## src/hw/rtl/edd_pkg.sv

```systemverilog
`timescale 1ns / 1ps
// Shared constants, codes and types of the escape dictionary decompressor.
package edd_pkg;

   localparam int MAX_PATTERN = 64;
   localparam int NUM_IDS     = 256;
   localparam int OUT_LIMIT   = 64;
   localparam int OFF_W       = 6;
   localparam int ID_W        = $clog2(NUM_IDS);
   localparam int LEN_W       = $clog2(MAX_PATTERN + 1);
   localparam int CNT_W       = $clog2(OUT_LIMIT + 1);
   localparam int STORE_DEPTH = (NUM_IDS - 1) * MAX_PATTERN;
   localparam int STORE_AW    = $clog2(STORE_DEPTH);

   localparam logic [7:0] ESC_BYTE = 8'hFF;
   localparam logic [7:0] KEY_LITERAL = 8'h00;

   localparam logic [1:0] OP_DICT   = 2'd0;
   localparam logic [1:0] OP_STREAM = 2'd1;
   localparam logic [1:0] OP_END    = 2'd2;

   localparam logic [2:0] STS_OK        = 3'd0;
   localparam logic [2:0] STS_BAD_ENTRY = 3'd1;
   localparam logic [2:0] STS_DANGLING  = 3'd2;
   localparam logic [2:0] STS_UNDEF_KEY = 3'd3;
   localparam logic [2:0] STS_MISMATCH  = 3'd4;

   typedef enum logic [1:0] {
      FSM_IDLE,
      FSM_LOOKUP,
      FSM_EMIT
   } state_type;

   typedef struct packed {
      logic             wr_en;
      logic [ID_W-1:0]  wr_addr;
      logic [LEN_W-1:0] wr_len;
      logic             rd_en;
      logic [ID_W-1:0]  rd_addr;
   } len_req_type;

   typedef struct packed {
      logic                wr_en;
      logic [STORE_AW-1:0] wr_addr;
      logic [7:0]          wr_data;
      logic                rd_en;
      logic [STORE_AW-1:0] rd_addr;
   } pat_req_type;

   function automatic logic [STORE_AW-1:0] pat_addr(logic [7:0] id, logic [OFF_W-1:0] off);
      return STORE_AW'((int'(id) - 1) * MAX_PATTERN + int'(off));
   endfunction

endpackage

```

## src/hw/rtl/edd_len_table.sv

```systemverilog
`timescale 1ns / 1ps
// Pattern length memory with per-entry valid bits cleared at reset.
module edd_len_table
   import edd_pkg::*;
(
   input  logic              clock,
   input  logic              reset,
   input  len_req_type       len_req,
   output logic [LEN_W-1:0]  rd_len
);

   logic [LEN_W-1:0] mem [NUM_IDS];
   logic [NUM_IDS-1:0] valid_ff;
   logic [LEN_W-1:0] rd_len_ff;

   always_ff @(posedge clock) begin
      if (len_req.wr_en) begin
         mem[len_req.wr_addr] <= len_req.wr_len;
      end
      if (len_req.rd_en) begin
         rd_len_ff <= valid_ff[len_req.rd_addr] ? mem[len_req.rd_addr] : '0;
      end
   end

   always_ff @(posedge clock) begin
      if (reset) begin
         valid_ff <= '0;
      end else if (len_req.wr_en) begin
         valid_ff[len_req.wr_addr] <= 1'b1;
      end
   end

   assign rd_len = rd_len_ff;

endmodule

```

## config.mk

```make
export PLATFORM = sky130hd
export DESIGN_NAME = edd_len_table
export DESIGN_NICKNAME = d
export VERILOG_FILES = /design/src/hw/rtl/edd_pkg.sv /design/src/hw/rtl/edd_len_table.sv
export SDC_FILE = /design/constraint.sdc
export NUM_CORES = 2
export LEC_CHECK = 0
export BUFFER_PORTS_ARGS = -buffer_cell sky130_fd_sc_hd__clkbuf_2
export CELL_PAD_IN_SITES_DETAIL_PLACEMENT = 1
export CELL_PAD_IN_SITES_GLOBAL_PLACEMENT = 2
export CORE_ASPECT_RATIO = 0.9
export CORE_MARGIN = 5
export CORE_UTILIZATION = 25
export CTS_BUF_LIST = sky130_fd_sc_hd__clkbuf_8 sky130_fd_sc_hd__clkbuf_16
export CTS_CLUSTER_DIAMETER = 30
export DETAILED_ROUTE_END_ITERATION = 16
export PLACE_DENSITY = 0.46
export SYNTH_ARGS = -nofsm -noshare
export SYNTH_HDL_FRONTEND = slang
export SYNTH_SLANG_ARGS = --single-unit
export TNS_END_PERCENT = 50
```

## constraint.sdc

```tcl
create_clock -name clock -period 2.3 [get_ports clock]
set_input_delay 0.115 -clock clock [delete_from_list [all_inputs] [get_ports clock]]
set_output_delay 0.115 -clock clock [all_outputs]
set_load 0.005 [all_outputs]
```

* Yosys cells after proc, flatten, opt, wreduce, memory -nomap -nowiden *
Memory sizes are Yosys's and may differ from the RTL's. A register that Yosys moved wholly into a read port is not among the register bits.
Cells that the tools add are included.

cells by class
  add/sub/neg operators = 0
  multipliers = 0
  div/mod/pow operators = 0
  order comparisons = 3
  equality and inequality tests = 0
  shifts and indexed selects = 0
  mux-type cells = 6
  bitwise logic cells = 1
  reduce and logical (&&, ||, !) cells = 2

operator list
  kind                                                         count
  bitwise OR 256 bit                                           1
  less-than comparator 8 x 9 -> 1 bit (second input constant)  2
  binary-select mux 1 bit (select 8 bit)                       1
  demux 1 bit (select 8 bit)                                   1
  >= comparator 8 x 1 -> 1 bit (second input constant)         1
  two-way mux 1 bit                                            4
  logical AND 1 bit                                            1
  zero test 1 bit                                              1

word-level totals
  register bits = 256
  bits in latches = 0
  bits in writable memories = 1,792
  bits in read-only memories = 0
  word-level logic and storage cells = 14
  memories = 1

memories
  name  words  width  rd ports  clocked after Yosys merged registers in  write ports  line                 source
  mem   256    7      1         1                                        1            edd_len_table.sv:12  logic [LEN_W-1:0] mem [NUM_IDS];

* Longest topological paths before layout *
  depth in word-level cells = 5
  gate-level depth with buffers = 14
  depth with buffers taken out = 7

* Worst setup path before layout *
No wires, ideal clock.

  kind = register -> register
  from = memory mem[53][4] in the netlist's numbering
  to = register rd_len_ff[4] (netlist: rd_len[4]), read port of mem, data pin
  setup time = 0.266 ns
  data arrival time = 2.134 ns
  setup slack = -0.100 ns
  stages on the path, launching flop included = 8
  path buffers = 0
  path through = edfxtp_1 -> mux4_1 -> mux4_2 -> nor2b_1 -> or4_1 -> nand4_1 -> o22a_1 -> a21oi_1

RTL lines
  element      line                 source
  from (decl)  edd_len_table.sv:12
  to (decl)    edd_len_table.sv:14  logic [LEN_W-1:0] rd_len_ff;

==> out/summary.txt <==
Synthesized area per cell: 18.1 um2
Final hold vios: 0
Detailed Place HPWL: 206,000 um
Input/output buffers: 33
#FFs+latches synth: 2,055
Max IR drop VDD: 0.000680 V
Total Negative Setup Slacks: -662 ps
Site Rows: 197
Hold EP: mem[220][2]
Max Fclk: 382 MHz
Final wirelength: 301,000 um
Failing checks: negative setup slack
Root Buffer: clkbuf_16
Overall routing resource usage: 0.176
R2R Path End: rd_len[4]
Most frequent cells in the layout: edfxtp_1, buf_4, nor2_1
Largest net degree at the start of global routing: 84
Worst Setup Slack, final: -315 ps
CP arrival: 3260 ps
Synth Flop Type: edfxtp_1
Initial antenna violation count: 28
Die area: 334,000 um2
Antenna Violating Nets Remaining: 0
Final #Nets: 5,662
Crit-path max FO: 1
Sink Count: 2,055
Slew HR: 0.277
DR DRC count: 0
DR iter-0 viols: 4,164
CP startpoint kind: flop
Hold WS: 150 ps
EDFF count, synth: 1,799
IO Pins: 34
Final period utilization: 1.14
RSZ-0062 raised after global routing: true
Hold Crit Depth: 4
Max Cap Viol: 0
Filler Cells Inserted: 32,400
Post-route cell area: 110,000 um2
Worst-Margin Slew: 1080 ps
Synthesized area: 80,600 um2
TritonCTS clock tree: yes
Async SR Flop Fraction: 0
TritonCTS Buffers: 475
Hold Startpoint: len_req[23]
Run status: finished, violations left
Hold Crit Class: input port to flop
Via count: 47,900
R2R setup slack: -320 ps
Die W: 608 um
CP Class: flop to flop
Vias in the first global route: 50,400
Leak: 0.0384 uW
Worst reg-to-reg path cell count: 9
Seq/Total Area, Yosys: 0.734
Die height: 549 um
First-pass DRT Iterations: 5
Dpl ws: -1440 ps
Starting Density: 0.251
Slew Limit Fails: 0
Post-Place Cell Area: 92,900 um2
Routability cong.: 0.782
Wire length per cell: 29.1 um
Most common cell after layout, fill and taps aside: edfxtp_1
CTS H-tree depth: 5
Worst path required time: 2940 ps
Share of layout cells above drive strength 1: 0.381
CP endpoint kind: flop
Final setup fails: 5
Core footprint: 320,000 um2
Synth unique cells: 82
Global-route wire length before repair: 417,000 um
CTS clock-pin slew for the worst setup and hold paths: 50 ps
Fin crit period: 2620 ps
Synthesis Warnings: 0
Remaining Overflow, GRT: 0
Clock Tree Buf Depth: 4
Vias per cell: 4.64
Worst-Skew Late Latency: 920 ps
Synthesized Nets: 4,472
Worst r2r src: mem[15][4]
Post-Synthesis Cells: 4,445
Final Skew: 88.0 ps
Power density over the cells: 1050 nW/um2
P&R area growth vs syn: 36.6%
==> worst max-delay path, cell delays in order (launching register included) <==
cell	delay [ps]
edfxtp_1	350
mux4_2	560
mux2_2	310
o221ai_2	170
buf_4	160
o311ai_1	170
buf_4	210
nand4_1	230
o22a_1	180
a21oi_1	40
==> where the power goes <==
| group | leakage, uW | internal, uW | switching [uW] |
|---|---|---|---|
| clock | 0.00831 | 47400 | 21500 |
| combinational | 0.0119 | 2170 | 3490 |
| sequential | 0.0182 | 40700 | 47.3 |
==> registers in the layout, indices dropped and copies added (netlist names) <==
| register | count |
|---|---|
| mem | 1792 |
| valid_ff | 256 |
| rd_len | 7 |
==> stage by stage <==
| stage | std cells | util | total power [uW] |
|---|---|---|---|
| floorplan | 4445 | - | 43700 |
| finish | 10300 | 0.344 | 115000 |
| global placement | 9423 | 0.290 | 47000 |
| CTS | 10300 | 0.343 | 117000 |
| detailed placement | 9423 | 0.290 | 47000 |
| global route | 10300 | 0.344 | 119000 |
==> kinds of logic (layout without fill, tap and decap cells) <==
logic type	Yosys count	count (layout)	share of synthesized area
AO/OA/AOI/OAI	351	351	0.0340
AND/OR/NAND/NOR	1073	1073	0.0547
other	0	5	0
multiplexers	684	684	0.153
flip-flops	2055	2055	0.734
buffers and inverters	282	1883	0.0239
==> cells in the mapped netlist (16+ instances only) <==
cell type	count	area [um2]
o22ai_1	43	269
o221ai_1	67	587
dfxtp_1	256	5120
nor2b_1	21	131
and2_1	16	100
edfxtp_1	1799	54000
mux4_2	415	9350
buf_12	27	541
clkbuf_1	124	465
mux2i_1	230	2300
nor2_1	756	2840
mux4_1	18	473
buf_1	20	75.1
nand2_1	141	529
nor3_1	24	120
o21ba_2	29	290
a31oi_1	18	113
a22oi_1	22	165
buf_2	54	270
a21oi_1	58	290
nand3_1	43	215
buf_6	26	293
==> how the worst max path moves through the flow <==
| stage | endpoint | startpoint | cells past startpoint |
|---|---|---|---|
| 3_3_place_gp | rd_len[2] | len_req[0] | 10 |
| 2_1_floorplan | rd_len[6] | len_req[0] | 9 |
| 4_1_cts | rd_len[4] | mem[52][4] | 7 |
| 6_report | rd_len[4] | mem[15][4] | 9 |
| 5_1_grt | rd_len[4] | mem[32][4] | 7 |
| 3_5_place_dp | rd_len[2] | len_req[0] | 10 |
==> per-layer routing <==
metal | up-vias | routed length [um] | share of wire | GRT usage
li1 | 20300 | - | - | -
met1 | 25900 | 140000 | 0.47 | 0.253
met2 | 1288 | 140000 | 0.46 | 0.281
met3 | 424 | 14800 | 0.049 | 0.0271
met4 | 4 | 6180 | 0.021 | 0.0403
met5 | - | 26 | 0.000086 | 0
==> repair_timing <==
action,4_1_cts,5_1_grt
hold endpoints to repair,1609,0
pin swaps,20,13
buffers inserted,2,0
resized for setup,73,34
hold buffers,14,0
endpoints found under the setup margin,7,7
==> final cells by class <==
type | instances | area, um2 | area share
sequential | 2055 | 59100 | 0.537
multi-input combinational | 2108 | 20000 | 0.182
clock buffer | 503 | 12300 | 0.112
timing repair buffer | 987 | 8980 | 0.0815
tap | 4278 | 5350 | 0.0486
clock inverter | 385 | 4220 | 0.0383
inverter | 8 | 42.5 | 0.000386
antenna | 5 | 12.5 | 0.000114
No activity file was read; power rests on OpenSTA's default activity.
