--- config.mk ---
export PLATFORM = sky130hd
export DESIGN_NAME = edd_ctrl
export DESIGN_NICKNAME = d
export VERILOG_FILES = /design/src/hw/rtl/edd_pkg.sv /design/src/hw/rtl/edd_ctrl.sv
export SDC_FILE = /design/constraint.sdc
export NUM_CORES = 1
export LEC_CHECK = 0
export ABC_AREA = 1
export BUFFER_PORTS_ARGS = -buffer_cell sky130_fd_sc_hd__buf_2
export CORE_ASPECT_RATIO = 2
export CORE_UTILIZATION = 50
export DETAILED_ROUTE_END_ITERATION = 16
export PLACE_DENSITY = 0.73
export SLEW_MARGIN = 30
export SYNTH_ARGS = -nofsm -noshare
export SYNTH_HDL_FRONTEND = slang
export SYNTH_SLANG_ARGS = --single-unit
--- constraint.sdc ---
create_clock -name clock -period 6.3 [get_ports clock]
set_input_delay 0 -clock clock [delete_from_list [all_inputs] [get_ports clock]]
set_output_delay 0 -clock clock [all_outputs]
set_load 0.01 [all_outputs]
--- src/hw/rtl/edd_pkg.sv ---
`timescale 1ns / 1ps
// Shared constants, codes and types of the escape dictionary decompressor.
package edd_pkg;

   localparam int MAX_PATTERN = 64;
   localparam int NUM_IDS     = 256;
   localparam int OUT_LIMIT   = 64;
   localparam int OFF_W       = 6;
   localparam int ID_W        = $clog2(NUM_IDS);
   localparam int LEN_W       = $clog2(MAX_PATTERN + 1);
   localparam int CNT_W       = $clog2(OUT_LIMIT + 1);
   localparam int STORE_DEPTH = (NUM_IDS - 1) * MAX_PATTERN;
   localparam int STORE_AW    = $clog2(STORE_DEPTH);

   localparam logic [7:0] ESC_BYTE = 8'hFF;
   localparam logic [7:0] KEY_LITERAL = 8'h00;

   localparam logic [1:0] OP_DICT   = 2'd0;
   localparam logic [1:0] OP_STREAM = 2'd1;
   localparam logic [1:0] OP_END    = 2'd2;

   localparam logic [2:0] STS_OK        = 3'd0;
   localparam logic [2:0] STS_BAD_ENTRY = 3'd1;
   localparam logic [2:0] STS_DANGLING  = 3'd2;
   localparam logic [2:0] STS_UNDEF_KEY = 3'd3;
   localparam logic [2:0] STS_MISMATCH  = 3'd4;

   typedef enum logic [1:0] {
      FSM_IDLE,
      FSM_LOOKUP,
      FSM_EMIT
   } state_type;

   typedef struct packed {
      logic             wr_en;
      logic [ID_W-1:0]  wr_addr;
      logic [LEN_W-1:0] wr_len;
      logic             rd_en;
      logic [ID_W-1:0]  rd_addr;
   } len_req_type;

   typedef struct packed {
      logic                wr_en;
      logic [STORE_AW-1:0] wr_addr;
      logic [7:0]          wr_data;
      logic                rd_en;
      logic [STORE_AW-1:0] rd_addr;
   } pat_req_type;

   function automatic logic [STORE_AW-1:0] pat_addr(logic [7:0] id, logic [OFF_W-1:0] off);
      return STORE_AW'((int'(id) - 1) * MAX_PATTERN + int'(off));
   endfunction

endpackage

--- src/hw/rtl/edd_ctrl.sv ---
`timescale 1ns / 1ps
// Decode sequencer: stream state, pattern expansion and result register.
module edd_ctrl
   import edd_pkg::*;
(
   input  logic              clock,
   input  logic              reset,
   input  logic              req_valid,
   output logic              req_stall,
   input  logic [1:0]        req_operation,
   input  logic [7:0]        req_pattern_id,
   input  logic [7:0]        req_pattern_length,
   input  logic [5:0]        req_pattern_offset,
   input  logic [7:0]        req_data_byte,
   output logic              rsp_valid,
   input  logic              rsp_stall,
   output logic [7:0]        rsp_out_byte,
   output logic              rsp_is_status,
   output logic [2:0]        rsp_status,
   output logic              rsp_last,
   input  logic              csr_valid,
   output logic              csr_ready,
   input  logic [63:0]       csr_expected_size,
   output len_req_type       len_req,
   input  logic [LEN_W-1:0]  len_rd,
   output pat_req_type       pat_req,
   input  logic [7:0]        pat_rd
);

   state_type state_ff, state_in;
   logic             esc_ff, esc_in;
   logic [2:0]       err_ff, err_in;
   logic [63:0]      count_ff, count_in;
   logic [63:0]      size_ff;
   logic [7:0]       key_ff, key_in;
   logic [CNT_W-1:0] n_ff, n_in;
   logic [OFF_W-1:0] idx_ff, idx_in;
   logic             rsp_valid_ff, rsp_valid_in;
   logic [7:0]       rsp_byte_ff, rsp_byte_in;
   logic             rsp_is_status_ff, rsp_is_status_in;
   logic [2:0]       rsp_status_ff, rsp_status_in;
   logic             rsp_last_ff, rsp_last_in;

   logic out_free;
   logic accept;
   logic bad_entry;
   logic expand_start;
   logic key_bad;
   logic emit_last;
   logic [2:0] end_status;

   assign out_free  = !rsp_valid_ff || !rsp_stall;
   assign req_stall = (state_ff != FSM_IDLE) || !out_free;
   assign accept    = req_valid && !req_stall;
   assign csr_ready = 1'b1;

   assign bad_entry = (req_pattern_id == 8'd0) || (int'(req_pattern_id) >= NUM_IDS)
                   || (req_pattern_length == 8'd0) || (int'(req_pattern_length) > MAX_PATTERN);
   assign expand_start = accept && (req_operation == OP_STREAM) && (err_ff == STS_OK)
                      && esc_ff && (req_data_byte != KEY_LITERAL);
   assign key_bad   = (len_rd == '0) || (int'(key_ff) >= NUM_IDS);
   assign emit_last = (CNT_W'(idx_ff) + CNT_W'(1)) == n_ff;

   always_comb begin
      if (err_ff != STS_OK) begin
         end_status = err_ff;
      end else if (esc_ff) begin
         end_status = STS_DANGLING;
      end else if (count_ff != size_ff) begin
         end_status = STS_MISMATCH;
      end else begin
         end_status = STS_OK;
      end
   end

   always_comb begin
      state_in = state_ff;
      case (state_ff)
         FSM_IDLE: begin
            if (expand_start) begin
               state_in = FSM_LOOKUP;
            end
         end
         FSM_LOOKUP: begin
            state_in = key_bad ? FSM_IDLE : FSM_EMIT;
         end
         FSM_EMIT: begin
            if (out_free && emit_last) begin
               state_in = FSM_IDLE;
            end
         end
         default: begin
            state_in = FSM_IDLE;
         end
      endcase
   end

   always_comb begin
      esc_in           = esc_ff;
      err_in           = err_ff;
      count_in         = count_ff;
      key_in           = key_ff;
      n_in             = n_ff;
      idx_in           = idx_ff;
      rsp_valid_in     = rsp_valid_ff && rsp_stall;
      rsp_byte_in      = rsp_byte_ff;
      rsp_is_status_in = rsp_is_status_ff;
      rsp_status_in    = rsp_status_ff;
      rsp_last_in      = rsp_last_ff;
      len_req          = '0;
      pat_req          = '0;
      case (state_ff)
         FSM_IDLE: begin
            if (accept) begin
               case (req_operation)
                  OP_DICT: begin
                     if (err_ff == STS_OK) begin
                        if (bad_entry) begin
                           err_in = STS_BAD_ENTRY;
                        end else begin
                           len_req.wr_en   = 1'b1;
                           len_req.wr_addr = ID_W'(req_pattern_id);
                           len_req.wr_len  = LEN_W'(req_pattern_length);
                           pat_req.wr_en   = {2'b00, req_pattern_offset} < req_pattern_length;
                           pat_req.wr_addr = pat_addr(req_pattern_id, req_pattern_offset);
                           pat_req.wr_data = req_data_byte;
                        end
                     end
                  end
                  OP_STREAM: begin
                     if (err_ff == STS_OK) begin
                        if (!esc_ff) begin
                           if (req_data_byte == ESC_BYTE) begin
                              esc_in = 1'b1;
                           end else begin
                              rsp_valid_in     = 1'b1;
                              rsp_byte_in      = req_data_byte;
                              rsp_is_status_in = 1'b0;
                              rsp_status_in    = STS_OK;
                              rsp_last_in      = 1'b1;
                              count_in         = count_ff + 64'd1;
                           end
                        end else begin
                           esc_in = 1'b0;
                           if (req_data_byte == KEY_LITERAL) begin
                              rsp_valid_in     = 1'b1;
                              rsp_byte_in      = ESC_BYTE;
                              rsp_is_status_in = 1'b0;
                              rsp_status_in    = STS_OK;
                              rsp_last_in      = 1'b1;
                              count_in         = count_ff + 64'd1;
                           end else begin
                              key_in          = req_data_byte;
                              len_req.rd_en   = 1'b1;
                              len_req.rd_addr = ID_W'(req_data_byte);
                              pat_req.rd_en   = 1'b1;
                              pat_req.rd_addr = pat_addr(req_data_byte, '0);
                           end
                        end
                     end
                  end
                  OP_END: begin
                     rsp_valid_in     = 1'b1;
                     rsp_byte_in      = 8'h00;
                     rsp_is_status_in = 1'b1;
                     rsp_status_in    = end_status;
                     rsp_last_in      = 1'b1;
                     esc_in           = 1'b0;
                     count_in         = '0;
                     err_in           = STS_OK;
                  end
                  default: begin
                  end
               endcase
            end
         end
         FSM_LOOKUP: begin
            if (key_bad) begin
               err_in = STS_UNDEF_KEY;
            end else begin
               n_in   = (int'(len_rd) > OUT_LIMIT) ? CNT_W'(OUT_LIMIT) : CNT_W'(len_rd);
               idx_in = '0;
            end
         end
         FSM_EMIT: begin
            if (out_free) begin
               rsp_valid_in     = 1'b1;
               rsp_byte_in      = pat_rd;
               rsp_is_status_in = 1'b0;
               rsp_status_in    = STS_OK;
               rsp_last_in      = emit_last;
               count_in         = count_ff + 64'd1;
               if (!emit_last) begin
                  idx_in          = idx_ff + OFF_W'(1);
                  pat_req.rd_en   = 1'b1;
                  pat_req.rd_addr = pat_addr(key_ff, idx_ff + OFF_W'(1));
               end
            end
         end
         default: begin
         end
      endcase
   end

   always_ff @(posedge clock) begin
      if (reset) begin
         state_ff     <= FSM_IDLE;
         esc_ff       <= 1'b0;
         err_ff       <= STS_OK;
         count_ff     <= '0;
         size_ff      <= '0;
         rsp_valid_ff <= 1'b0;
      end else begin
         state_ff     <= state_in;
         esc_ff       <= esc_in;
         err_ff       <= err_in;
         count_ff     <= count_in;
         rsp_valid_ff <= rsp_valid_in;
         if (csr_valid && csr_ready) begin
            size_ff <= csr_expected_size;
         end
      end
   end

   always_ff @(posedge clock) begin
      key_ff           <= key_in;
      n_ff             <= n_in;
      idx_ff           <= idx_in;
      rsp_byte_ff      <= rsp_byte_in;
      rsp_is_status_ff <= rsp_is_status_in;
      rsp_status_ff    <= rsp_status_in;
      rsp_last_ff      <= rsp_last_in;
   end

   assign rsp_valid     = rsp_valid_ff;
   assign rsp_out_byte  = rsp_byte_ff;
   assign rsp_is_status = rsp_is_status_ff;
   assign rsp_status    = rsp_status_ff;
   assign rsp_last      = rsp_last_ff;

endmodule

* Yosys cells after proc, flatten, opt, wreduce, memory -nomap -nowiden *
Index checks and enable logic that the tools add are counted.

operators by class
  add/subtract/negate cells = 8
  eq/ne operators = 22
  bitwise gates (word level) = 2
  reduce and logical (&&, ||, !) cells = 36
  multiplexer cells = 90
  order comparisons = 3

operators by type and width
  operator                                          number
  2-to-1 mux 64 bit                                 6
  case mux 64 bit (2 select lines)                  2
  2-to-1 mux 23 bit                                 4
  2-to-1 mux 15 bit                                 6
  adder 64 x 1 -> 64 bit, second input constant     1
  inequality test 64 bit                            1
  2-to-1 mux 25 bit                                 2
  2-to-1 mux 16 bit                                 3
  2-to-1 mux 8 bit                                  6
  2-to-1 mux 3 bit                                  13
  2-to-1 mux 38 bit                                 1
  2-to-1 mux 9 bit                                  4
  case mux 8 bit (2 select lines)                   2
  case mux 15 bit (2 select lines)                  1
  adder 14 x 7 -> 14 bit                            2
  logical NOT 8 bit                                 3
  case mux 3 bit (2 select lines)                   4
  subtractor 8 x 1 -> 8 bit, second input constant  3
  2-to-1 mux 1 bit                                  21
  2-to-1 mux 6 bit                                  3
  inequality test 2 bit, second input constant      7
  case mux 1 bit (2 select lines)                   7
  case mux 6 bit (2 select lines)                   1
  AND reduction 6 bit                               2
  other kinds (29)                                  56

storage, ports and cells
  word-level logic and storage cells = 174
  bits of input ports = 116
  flip-flop bits (word level) = 169

* Logic depth before layout (Yosys ltp) *
Gate-level depths: netlist (run 1).

  depth after elaboration = 12
  mapped depth = 13
  depth with buffers taken out = 13

* Least setup slack after synthesis (run 1) *
No wires, ideal clock.

  path type = reg2reg
  start = register idx_ff[0]
  end = register idx_ff[0], enable pin
  arrival = 1.636 ns
  stages on the path, launching flop included = 11
  library setup time = 0.371 ns
  setup slack = 4.293 ns
  period minus slack after synthesis = 2.007 ns
  path buffers = 0
  cell sequence = edfxtp_1 > ha_1 > nand2_1 > o21ai_0 > nand2_1 > nand2_1 > nand3_1 > nor2_1 > nand2_1 > nand2_1 > a22oi_1

between the ends
  longest elaborated chain between the ends = 4

RTL lines
  element                                 line             source
  start, declared                         edd_ctrl.sv:37   logic [OFF_W-1:0] idx_ff, idx_in;
  start signal, assigned                  edd_ctrl.sv:228  idx_ff <= idx_in;
  adder 6 x 1 -> 7 bit                    edd_ctrl.sv:62   assign emit_last = (CNT_W'(idx_ff) + CNT_W'(1)) == n_ff;
  == test 7 bit                           edd_ctrl.sv:62
  inequality test 2 bit (no source line)  --
  AND reduction 4 bit (no source line)    --

Every way passes these cells.
A chain may end at the register's enable or synchronous reset.

==> reports/metrics.yaml, run 1 <==
syn_avg_cell_area_sq_um: 6.854
status: "complete, no violations"
diodes: 0
htreeDepth: 4
max_cap_viol_count: 0
nets: 1830
start_kind: "flip-flop"
fin_setup_tns_ns: 0
cts_made_buffers: 17
worst_pin_slew_ns: 0.8548
async_reset_ff_share_pct: 0
postCtsSetupRepairBufs: 0
row_count: 72
cts_root_buffer: "clkbuf_16"
drt_iter0_markers: 477
setup_viol: 0
hold_path.class: "primary input to flip-flop"
crit_path_end_kind: "output port"
ys.flop_type: "dfxtp_1"
rrSetupSlack_ns: 3.39
max_freq_mhz: 325.9
dieArea_sq_um: 20270
synth_area_leaders: "dfxtp_1 (27%), nor2_1 (12%), edfxtp_1 (10%)"
slew_viol_final: 0
place_ws_ns: 3.417
vias: 10350
finalCritPeriodShare_pct: 48.70
rsz0062_at_grt: "false"
required_ns: 6.30
grt_util_all_layers_pct: 30.75
yosysWarnings: 0
dr_wl_met3_um: 1411
core-area_sq_um: 19280
power_density_nw_per_um2: 204.6
die_h_um: 200.4
critPathArrivalTime_ns: 3.07
grt_start_max_net_pins: 72
slew_headroom_pct: 42.81
drc: 0
overflow: 0
port_buffers: 193
antenna_found_initial: 0
met2_length_um: 15860
yosysTopAreaCellShare_pct: 27.27
finalPower_mw: 2.553
skew_ns: 0.009515
design.portCount: 195
grt_pass1_wl_um: 48430
grt_pass1_vias: 10380
dieWidth_um: 101.2
routedWlPerCell_um: 15.28
synth_edf_count: 34
ys_types: 49
critical_path_class: "flip-flop to output port"
met1Wirelength_um: 10260
worst_slack_ns: 3.232
path_clk_slew_ns: 0.07
dr.pass1.iters: 5
crit_fanout: 22
dp_hpwl_um: 21840
drive_above_1_share_pct: 17.42
insertion_delay_ns: 0.44
viasPerCell: 5.253
synthCells: 1435
leakage_nw: 5.530
clockBufferDepth: 2
yosysTopAreaCell: "dfxtp_1"
peakVddDrop_mv: 0.1693
cts_tree: "done"
cts_num_sinks: 168
place_congestion: 0.9895
hold_viol_final: 0
period_minus_slack_ns: 3.068
highest_layer: "met4"
yosysSeqAreaShare_pct: 37.65
initial_core_util_pct: 51.02
ys_ff_latch: 168
synth_area_sq_um: 9836
detail-route-antenna-nets: 0
area_delta_synth_final_pct: 26.84
syn-num-nets: 1567
routed_wl_um: 30100
==> cells in the final DEF, fill, tap and decap left out, drive strengths merged <==
cell,netlist,final
xnor2,30,30
nand3,87,87
conb,1,1
nand2,248,248
bufinv,0,3
inv,163,166
and3,1,1
nor4,3,3
nand4,33,33
a31oi,7,7
nor3b,5,5
nand3b,10,10
edfxtp,34,34
a21o,1,1
o21a,1,1
ha,16,16
clkinv,1,6
xor2,41,41
nor3,67,67
o21bai,1,1
a22oi,1,1
buf,21,201
or2,16,16
a211oi,3,3
nor2,335,335
clkbuf,25,18
o21ai,106,106
dfxtp,134,134
dlygate4sd3,0,89
clkinvlp,0,3
a21boi,1,1
a21oi,43,43
==> area by class of cell <==
cell class	count	area, sq um
fillers	1794	6803
multi-input cells	1057	5298
flip-flops and latches	168	3704
repair buffers	290	1932
inverters	164	615.6
clock buffers	18	429.2
well taps	259	324.1
clock inverters	14	173.9
==> final timing paths <==
check | startpoint | endpoint | cells after the start
worst max-delay path | state_ff[0]$_SDFFE_PP0P_ | pat_req[36] | 9
worst min-delay path | req_valid | rsp_valid$_SDFF_PP0_ | 5
worst max register to register | esc_ff$_SDFFE_PP0P_ | count_ff[5]$_SDFFE_PP0P_ | 11
worst min register to register | size_ff[27]$_SDFFE_PP0P_ | size_ff[27]$_SDFFE_PP0P_ | 2
==> worst max-delay path, cell delays in order (launching register included) <==
cell and delay, ns:
dfxtp_1 0.36, nor2_1 0.12, nand2_1 0.07, nor2_1 0.22, inv_2 0.09, nor3_1 0.42, nand3_1 0.64, buf_4 0.44
nor2_1 0.12, buf_2 0.14
==> Yosys cell counts, types with 4 or more instances <==
| master | instances |
|---|---|
| nor2_1 | 319 |
| edfxtp_1 | 34 |
| nand4_1 | 32 |
| a31oi_1 | 7 |
| nand2_1 | 239 |
| nor2_2 | 10 |
| nor3b_1 | 4 |
| inv_2 | 10 |
| a21oi_1 | 42 |
| clkbuf_1 | 25 |
| xnor2_1 | 30 |
| buf_2 | 11 |
| nor2_4 | 6 |
| nor3_1 | 62 |
| dfxtp_1 | 134 |
| xor2_1 | 41 |
| inv_1 | 153 |
| ha_1 | 16 |
| nand3b_1 | 10 |
| nand3_1 | 85 |
| or2_2 | 15 |
| o21ai_1 | 7 |
| nand2_2 | 8 |
| buf_4 | 6 |
| o21ai_0 | 95 |
==> power breakdown <==
part / internal [mW] / switching [mW] / leakage (nW) / total (mW)
Combinational: 0.133 / 0.172 / 3.84 / 0.306
Clock: 0.627 / 0.461 / 0.285 / 1.09
Sequential: 1.13 / 0.0249 / 1.41 / 1.16
Total: 1.89 / 0.658 / 5.53 / 2.55
==> stage by stage <==
stage	utilization, %	instance area [sq um]	std cells	hold WS (ns)
2_1_floorplan	-	9836	1435	0.04753
3_3_place_gp	56.78	10950	1847	0.2108
3_5_place_dp	56.96	10980	1849	0.2184
4_1_cts	64.71	12480	1970	0.05866
5_1_grt	64.71	12480	1970	0.1206
6_report	64.71	12480	1970	0.07170
==> registers in the layout, indices dropped and copies added (netlist names), 2 cells and up <==
signal        count
count_ff         64
size_ff          64
key_ff            8
rsp_out_byte      8
n_ff              7
idx_ff            6
rsp_status        3
err_ff            2
state_ff          2
==> layer usage <==
layer,vias to the layer above,global-route usage [%]
met4,0,25.26
li1,5127,-
met2,373,57.29
met3,153,5.443
met1,4695,27.62
met5,-,0
==> kinds of logic after synthesis <==
group | after synthesis | synth area share, %
adders and majority gates | 16 | 2.035
buffers and inverters | 210 | 8.612
xor gates and xnor gates | 71 | 6.322
DFF | 168 | 37.65
and+or+nand+nor | 805 | 36.27
AOI/OAI and AO/OA | 164 | 9.070
other | 1 | 0.03813
==> timing repair <==
item / in CTS / in global routing
gates resized for setup: 0 / 0
endpoints found under the hold margin: 93 / 0
hold buffers: 89 / 0
Note: power is estimated with default switching activity, not from simulation.
==> run 2: changes to the inputs <==
PLACE_DENSITY = 0.76   (was 0.73)
clock period = 2.7 ns   (was 6.3 ns; I/O delays follow)
==> run 2 against run 1 <==
- cell area rose by 0.19%
- combinational power increased by 140%
- flip-flop and latch count stayed put
- clock-buffer cell count stayed put
- routed wire length decreased by 0.24%
- global-route usage is 1.1 points lower
- cell count rose by 0.56%
- clock power is 110% higher
- total power increased by 120%
- register-to-register slack worse by 3.1 ns
- non-clock buffer count increased by 11
- largest power group unchanged
==> reports/metrics.yaml, run 2 (synthesis results as in run 1) <==
design.portCount: 195  # unchanged
start_kind: "flip-flop"
design_area_sq_um: 12500  # +0.19%
dr.pass1.iters: 6  # +1
cts_tree: "done"
overflow: 0  # unchanged
diodes: 0  # unchanged
required_ns: 2.70  # -3.60 ns
grt_pass1_vias: 10260  # -1.2%
setup_viol: 0  # unchanged
crit_family: "simple AND/OR/NAND/NOR gates"
hold_viol_final: 0  # unchanged
drc: 0  # unchanged
finalCritPeriodShare_pct: 94.09
fill_cells: 1815  # +1.2%
crit_path_end_kind: "output port"
grt_start_max_net_pins: 58  # -19%
nets: 1841  # +0.60%
dp_hpwl_um: 22010  # +0.78%
placed_area_sq_um: 11060  # +0.68%
place_congestion: 0.9749  # -1.5%
max_freq_mhz: 393.7
postCtsSetupRepairBufs: 0  # unchanged
crit_fanout: 15  # -32%
routed_wl_um: 30030  # -0.24%
htreeDepth: 4  # unchanged
clockBufferDepth: 2  # unchanged
initial_core_util_pct: 51.02  # unchanged
peakVddDrop_mv: 0.3663  # +120%
port_buffers: 193  # unchanged
drt_iter0_markers: 518  # +8.6%
dieWidth_um: 101.2  # unchanged
grt_util_all_layers_pct: 29.61  # -1.1 points
slowest_stage: "edfxtp_1"
mostFrequentLayoutCells: "nor2_1 (319), nand2_1 (239), buf_2 (193)"
dieArea_sq_um: 20270  # unchanged
slew_headroom_pct: 51.47  # +8.7 points
cp.buffers_inverters: 2  # -1
core-area_sq_um: 19280  # unchanged
status: "complete, no violations"
cts_num_sinks: 168  # unchanged
period_minus_slack_ns: 2.540
holdWs_ns: 0.04250  # -0.02920 ns
row_count: 72  # unchanged
critical_path_class: "flip-flop to output port"
worstPathCellList: "nand4_1 > nor2_1 > nand2_1 > nand2_1 > nand2_1 > nand2_1 > inv_1 > nand2_1 > nand3_4 > o21ai_0 > buf_2"
rsz0062_at_grt: "false"
hold_path.class: "primary input to flip-flop"
path_clk_slew_ns: 0.07  # about the same
viasPerCell: 5.277  # +0.46%
top_regs: "count_ff: 64 flops, size_ff: 64 flops"
drive_above_1_share_pct: 17.94  # +0.53 points
grt_pass1_wl_um: 46840  # -3.3%
antenna_found_initial: 0  # unchanged
fin_setup_tns_ns: 0  # unchanged
detail-route-antenna-nets: 0  # unchanged
skew_ns: 0.007992  # -0.001523 ns
die_h_um: 200.4  # unchanged
max_cap_viol_count: 0  # unchanged
path_common_cell: "nand2_1"
mostFrequentLayoutCell: "nor2_1"
vias: 10450  # +1.0%
max_stage_delay_ns: 0.45  # -0.19 ns
worst_pin_slew_ns: 0.7269  # -0.1280 ns
insertion_delay_ns: 0.43  # about the same
power_density_nw_per_um2: 454.2  # +120%
cts_made_buffers: 17  # unchanged
slew_viol_final: 0  # unchanged
area_delta_synth_final_pct: 27.08
routedWlPerCell_um: 15.16  # -0.79%
cts_root_buffer: "clkbuf_16"
leakage_nw: 5.552  # +0.40%
critPathArrivalTime_ns: 2.54  # -0.53 ns
-- run 2: power by group --
part           internal (mW)  total (mW)  leakage [nW]  switching [mW]
registers               2.65        2.70          1.41          0.0547
clock network           1.20        2.25         0.254            1.05
logic                  0.319       0.726          3.89           0.407
-- run 2: layout make-up --
class                           instances  area, sq um  share of cell area [%]
Multi-Input combinational cell       1057         5305                   42.44
Sequential cell                       168         3704                   29.63
Timing Repair Buffer                  301         2012                   16.10
Inverter                              164        615.6                   4.925
Clock buffer                           18        439.2                   3.514
Tap cell                              259        324.1                   2.593
Clock inverter                         14        100.1                  0.8008
-- run 2: repair_timing --
action | in CTS | in global routing
hold endpoints to repair | 94 | 0
cloned | 0 | 0
endpoints found under the setup margin | 11 | 11
hold buffers | 89 | 0
resized for setup | 1 | 1
-- run 2: tightest hold or removal path, cell delays in order --
cell     delay (ns)
buf_2          0.10
inv_1          0.07
nor2_1         0.09
nand3_1        0.10
a31oi_1        0.07
-- run 2: final timing paths --
path                                               start                       end  slack (ns)  depth (start not counted)
worst max-delay path             idx_ff[0]$_SDFFCE_PN0P_                pat_req[6]        0.16                         11
worst min-delay path                           req_valid      rsp_valid$_SDFF_PP0_        0.04                          5
worst max register to register   idx_ff[0]$_SDFFCE_PN0P_   idx_ff[3]$_SDFFCE_PN0P_        0.25                         10
worst min register to register  size_ff[20]$_SDFFE_PP0P_  size_ff[20]$_SDFFE_PP0P_        0.48                          2
-- run 2: layer usage --
metal	global-route usage [%]	up-vias	share of wire [%]
li1	-	5170	-
met1	25.52	4804	34
met2	58.02	366	54
met3	4.327	114	4.7
met4	22.10	0	6.9
met5	0	-	0
-- run 2: through the flow --
| stage | utilization, % | std cells | total power [mW] | worst slack (ns) |
|---|---|---|---|---|
| global route | 64.84 | 1981 | 5.904 | 0.01910 |
| global placement | 57.35 | 1860 | 3.359 | 0.4877 |
| CTS | 64.80 | 1981 | 5.710 | 0.1489 |
| finish | 64.84 | 1981 | 5.677 | 0.1597 |
| floorplan | - | 1435 | 3.132 | 0.6927 |
| detailed placement | 57.35 | 1860 | 3.375 | 0.3889 |
